`src/rtl/lost_pkg.sv`:
```
// Shared constants and types of the line-of-sight occlusion test block.
`default_nettype none
package lost_pkg;
    localparam int MAX_VERTICES_DEF = 256;
    localparam int COORD_WIDTH_DEF  = 16;
    localparam int FIELD_W          = 16;

    typedef enum logic [1:0] {
        ACT_CLEAR  = 2'd0,
        ACT_APPEND = 2'd1,
        ACT_QUERY  = 2'd2
    } action_t;

    // which cross product the multiply-subtract unit forms
    typedef enum logic [1:0] {
        OP_DEN = 2'd0,
        OP_NA  = 2'd1,
        OP_NB  = 2'd2
    } musub_op_t;

    typedef struct packed {
        logic      en;
        musub_op_t op;
    } musub_ctrl_t;
endpackage
`default_nettype wire

```
`src/rtl/lost_musub.sv`:
```
// Shared multiply-subtract unit: one cross product a*b - c*d per pass, registered.
`default_nettype none
module lost_musub #(
    parameter int W = 17
) (
    input  wire logic                   aclk,
    input  wire lost_pkg::musub_ctrl_t  ctrl,
    input  wire logic signed [W-1:0]    dxs,
    input  wire logic signed [W-1:0]    dys,
    input  wire logic signed [W-1:0]    dxw,
    input  wire logic signed [W-1:0]    dyw,
    input  wire logic signed [W-1:0]    ox,
    input  wire logic signed [W-1:0]    oy,
    output logic signed [2*W:0]         res
);
    import lost_pkg::*;

    logic signed [W-1:0]   opa, opb, opc, opd;
    logic signed [2*W-1:0] p_ab, p_cd;
    logic signed [2*W:0]   diff;
    logic signed [2*W:0]   res_reg;

    always_comb begin
        case (ctrl.op)
            OP_DEN: begin
                opa = dyw; opb = dxs; opc = dxw; opd = dys;
            end
            OP_NA: begin
                opa = dxw; opb = oy;  opc = dyw; opd = ox;
            end
            OP_NB: begin
                opa = dxs; opb = oy;  opc = dys; opd = ox;
            end
            default: begin
                opa = '0; opb = '0; opc = '0; opd = '0;
            end
        endcase
    end

    assign p_ab = opa * opb;
    assign p_cd = opc * opd;
    assign diff = {p_ab[2*W-1], p_ab} - {p_cd[2*W-1], p_cd};

    always_ff @(posedge aclk) begin
        if (ctrl.en) begin
            res_reg <= diff;
        end
    end

    assign res = res_reg;
endmodule
`default_nettype wire

```
`config.mk`:
```
export PLATFORM = sky130hd
export DESIGN_NAME = lost_musub
export DESIGN_NICKNAME = d
export VERILOG_FILES = /design/src/rtl/lost_pkg.sv /design/src/rtl/lost_musub.sv
export SDC_FILE = /design/constraint.sdc
export NUM_CORES = 2
export LEC_CHECK = 0
export BUFFER_PORTS_ARGS = -buffer_cell sky130_fd_sc_hd__buf_2
export CORE_ASPECT_RATIO = 0.7
export CORE_MARGIN = 2
export CORE_UTILIZATION = 35
export DETAILED_ROUTE_END_ITERATION = 16
export HOLD_SLACK_MARGIN = 0.05
export SLEW_MARGIN = 20
export SYNTH_ARGS = -nofsm -noshare
export SYNTH_HDL_FRONTEND = slang
export SYNTH_SLANG_ARGS = --single-unit
```
`constraint.sdc`:
```
create_clock -name aclk -period 21.4 [get_ports aclk]
set_input_delay 1.07 -clock aclk [delete_from_list [all_inputs] [get_ports aclk]]
set_output_delay 1.07 -clock aclk [all_outputs]
set_load 0.02 [all_outputs]
```
* Word level (Yosys, flattened, before mapping)
Cells that the tools add are included.
** Storage, ports and cells
- Register bits after elaboration :: 35
- Input bits :: 106
- Word-level logic and storage cells :: 12
** Operators by class
- Add/subtract/negate cells :: 1
- $mul :: 2
- Equality and inequality tests :: 2
- Mux-type cells :: 4
- Reductions and logical operators :: 2
** Operators by type and width (number)
- 17-bit case mux with 3 select lines :: 2
- 17-bit by 17-bit multiplier with 34-bit output :: 2
- 17-bit case mux with 2 select lines :: 2
- 34-bit by 34-bit subtractor with 35-bit output :: 1
- 2-bit by 1-bit equality test with 1-bit output, second input constant :: 1
- 2-bit equality test, second input constant :: 1
- 2-bit zero test :: 1
- 2-bit OR reduction :: 1

* Depth between registers and ports, before layout
- Depth in word-level cells :: 5
- Depth in mapped cells :: 34
- Mapped depth without buffers :: 30

* Worst setup path after synthesis
OpenSTA, ideal clock, no wires.
- Kind :: input port to flip-flop
- Start :: in ctrl[0] (netlist bit)
- End :: reg res_reg[31] (netlist: res[31]) (data pin)
- Setup time :: 263 ps
- Arrival time :: 8902 ps
- Data required time :: 21137 ps
- Slack :: 12235 ps
- Cell stages on the path :: 29
- Path buffers :: 4
- Cells stage by stage :: inv_1 -> ha_1 -> clkbuf_1 -> clkbuf_1 -> clkbuf_1 -> a22oi_1 -> nor2_1 -> clkbuf_1 -> nand2_1 -> fa_1 -> fa_1 -> inv_1 -> fa_1 -> inv_1 -> fa_1 -> fa_1 -> fa_1 -> fa_1 -> inv_1 -> fa_1 -> inv_1 -> ha_1 -> nor4b_1 -> a2111oi_2 -> a211oi_1 -> o31a_1 -> o21a_1 -> o21ai_0 -> xnor2_1
** Between the ends
- Longest elaborated chain between the ends :: 5
** Ends and longest elaborated chain
- start: declaration :: RTL line lost_musub.sv:7 : input wire lost_pkg::musub_ctrl_t ctrl,
- 2-bit equality test or 2-bit by 1-bit equality test with 1-bit output (tied branches) :: RTL line lost_musub.sv:24 : case (ctrl.op)
- 2-bit OR reduction (no source line)
- 17-bit case mux with 2 select lines :: RTL line lost_musub.sv:24
- 17-bit by 17-bit multiplier with 34-bit output, on equally long branches :: RTL line lost_musub.sv:40, lost_musub.sv:41
- 34-bit by 34-bit subtractor with 35-bit output * :: RTL line lost_musub.sv:42 : assign diff = {p_ab[2*W-1], p_ab} - {p_cd[2*W-1], p_cd};
- net diff[31] :: RTL line lost_musub.sv:20 : logic signed [2*W:0] diff;
- end signal: assignment :: RTL line lost_musub.sv:46 : res_reg <= diff;
- end: declaration :: RTL line lost_musub.sv:21 : logic signed [2*W:0] res_reg;
Mark *: on every way through the listed nets, which the timed path passes. The rest lies on a longest branch.
A chain may end at the register's enable or synchronous reset.

* Worst setup path after layout
- Start :: in ctrl[1] (netlist bit)
- End :: reg res_reg[18] (netlist: res[18]) (data pin)
The elaborated chain is that of the path after synthesis.

==> reports/qor.csv <==
metric,value,unit
outcome,"finished, final reports clean",
first_iter_violations,1650,
clock_sinks,35,
min_period,10.16,ns
ys_seq_area_share,4.38,%
cts_buffers,5,
max_slew_margin,23.6,%
final_max_slew_viol_count,0,
ctsHoldBuffers,0,
antenna_found_initial,1,
period_share,47.5,%
first_pass_iters,8,
worstSetupPathType,in -> reg,
fin_nets,3600,
grtUsageTotal,22.2,%
synthCells,2630,
arrival,10.24,ns
h-tree-depth,2,
ys.flop_type,edfxtp_1,
synthMuxAreaShare,0,%
ios,141,
post_cts_buffers,0,
cts_tree,built,
core_region_area,68000,sq um
num_rows,80,
grt_pass1_wl,116,mm
synth_edf_count,35,
wire_per_inst,20.8,um
vias_per_cell,4.89,
io_buffers,140,
max_slew.worst_pin.slew,1.13,ns
grt_max_degree,70,
max_freq,98.4,MHz
hpwlAfterDp,65.4,mm
finalSetupViolCount,0,
dp.cells,3575,
largest_reg_flops,35,
endpoint_kind,register,
worst_hold_startpoint,ctrl[2],
synthArstFlopShare,0,%
path_max_fanout,34,
critPathLaunchType,input port,
synth.net_count,3550,
fp.dieW,317,um
yosys_warnings,0,
ys_types,43,
synth_compound_area_share,4.63,%
die_h,223,um
synth-simple-area-share,13.5,%
syn_to_final_growth,7.18,%
worst_ep_required_time,21.47,ns
instances_no_fill,3584,
min_path_cells,1,
cts-root-buf,clkbuf_16,
avgSynthCellArea,9.12,sq um
finalSetupTns,0,ns
rsz0062_at_grt,no,
synthAdderAreaFrac,63.1,%
hold_viol,0,
cts.repair.resized,0,
start_util,35.3,%
clockBufferDepth,2,
wl,74.5,mm
grt_pass1_vias,18519,
gp_congestion,1.00,
holdPathEnd,res[29],
drc,0,
synth-seq-cells,35,
grt_overflow,0,
ant_nets,0,
cap_violations,0,
synth_top_family_by_area,adder cells,
syn-cell-area,24000,sq um
clk_pin_slew_worst_paths,0.07,ns
die-area,70700,sq um
synth_xor_area_share,1.86,%
num_vias,17509,
drive_gt1_share,7.72,%
hold_class,in -> reg,
## layer usage
layer  part of all wire (%)  global-route usage (%)  vias up
li1                       -                       -     7726
met1                     48                    35.6     8828
met2                     36                    27.0      912
met3                     16                    10.5       41
met4                   0.74                    2.27        2
met5                  0.013                       0        -
## how the worst max path moves through the flow
stage,start,end
after floorplan,ctrl[0],res[31]
after detailed placement,ctrl[1],res[31]
after CTS,ctrl[1],res[31]
after global placement,ctrl[1],res[33]
final,ctrl[1],res[18]
after global routing,ctrl[1],res[31]
## critical path: stages
cell	delay, ns
buf_2	0.11
inv_1	0.07
ha_2	0.86
a22oi_1	0.23
nor2_1	0.85
nand2_1	0.18
fa_1	0.54
fa_1	0.52
inv_1	0.05
fa_1	0.46
fa_1	0.52
inv_1	0.06
fa_1	0.56
fa_1	0.44
fa_1	0.52
fa_1	0.42
ha_1	0.36
a21oi_1	0.19
o21ai_0	0.14
or3_1	0.34
o21ai_0	0.88
o21ai_0	0.33
a21o_1	0.25
a21oi_1	0.17
xnor2_1	0.08
## cells by family after synthesis
kind of cell,after synthesis
fa+ha+maj,814
xor+xnor,50
buf+inv,798
flops,35
simple gates,774
compound gates,159
## area by class of cell
class	count	area, sq um
clock buffers	5	125
flip-flops and latches	35	1050
diodes	1	2.50
multi-input cells	1797	19900
clock inverters	3	43.8
repair buffers	163	873
well taps	902	1130
inverters	678	2540
fillers	6890	42300
## synthesized netlist by cell type, drive strengths merged, types with 2 or more instances
cell | instances | area share (%)
a211oi | 7 | 0.22
edfxtp | 35 | 4.4
a2111oi | 2 | 0.099
a21o | 9 | 0.28
nor2b | 3 | 0.078
a222oi | 12 | 0.50
or2 | 30 | 0.78
a31oi | 2 | 0.052
buf | 3 | 0.078
nand2b | 19 | 0.50
or3 | 28 | 0.73
a22oi | 57 | 1.8
clkbuf | 117 | 1.8
xnor2 | 42 | 1.6
nand3 | 6 | 0.13
inv | 678 | 11
ha | 155 | 8.1
o211a | 2 | 0.083
xor2 | 8 | 0.29
and2 | 33 | 0.86
o21a | 7 | 0.22
o21ai | 26 | 0.54
o21bai | 4 | 0.13
fa | 659 | 55
nor2 | 373 | 5.8
nor3 | 14 | 0.29
nand4 | 5 | 0.13
a21oi | 26 | 0.56
nand2 | 258 | 4.0
## layout by cell type (no fill, tap or decap), types with 2 or more instances in the layout
| cell | synthesis | routed |
|---|---|---|
| fa_1 | 659 | 659 |
| o21a_1 | 7 | 7 |
| o211a_1 | 2 | 2 |
| nand4_1 | 5 | 5 |
| or2_2 | 30 | 30 |
| a22oi_1 | 57 | 57 |
| a222oi_1 | 12 | 12 |
| clkbuf_16 | 0 | 5 |
| and2_1 | 33 | 33 |
| nor3_1 | 14 | 14 |
| a21o_1 | 9 | 9 |
| o21bai_1 | 4 | 4 |
| ha_2 | 0 | 2 |
| a21oi_1 | 25 | 25 |
| nand3_1 | 6 | 6 |
| nor2b_1 | 3 | 3 |
| inv_1 | 678 | 678 |
| or3_1 | 28 | 28 |
| o21ai_0 | 26 | 26 |
| ha_1 | 155 | 153 |
| nand2_1 | 258 | 258 |
| buf_2 | 0 | 140 |
| nor2_1 | 373 | 372 |
| xor2_1 | 8 | 8 |
| a31oi_1 | 2 | 2 |
| a211oi_1 | 7 | 7 |
| buf_4 | 0 | 23 |
| nand2b_1 | 19 | 19 |
| xnor2_1 | 41 | 41 |
| edfxtp_1 | 35 | 35 |
## per-stage QoR
step	utilization [%]	hold slack (ns)	area [sq um]	setup WS [ns]
after floorplan	-	1.18	24000	12.24
after global placement	37.6	1.53	25500	11.02
after detailed placement	37.6	1.52	25500	11.05
after CTS	37.8	1.51	25700	11.35
after global routing	37.8	1.54	25700	10.79
final	37.8	1.49	25700	11.24
Power is left out: the tool's default activity adds up to more than one toggle a clock period on the data nets, which glitch-free logic cannot reach.
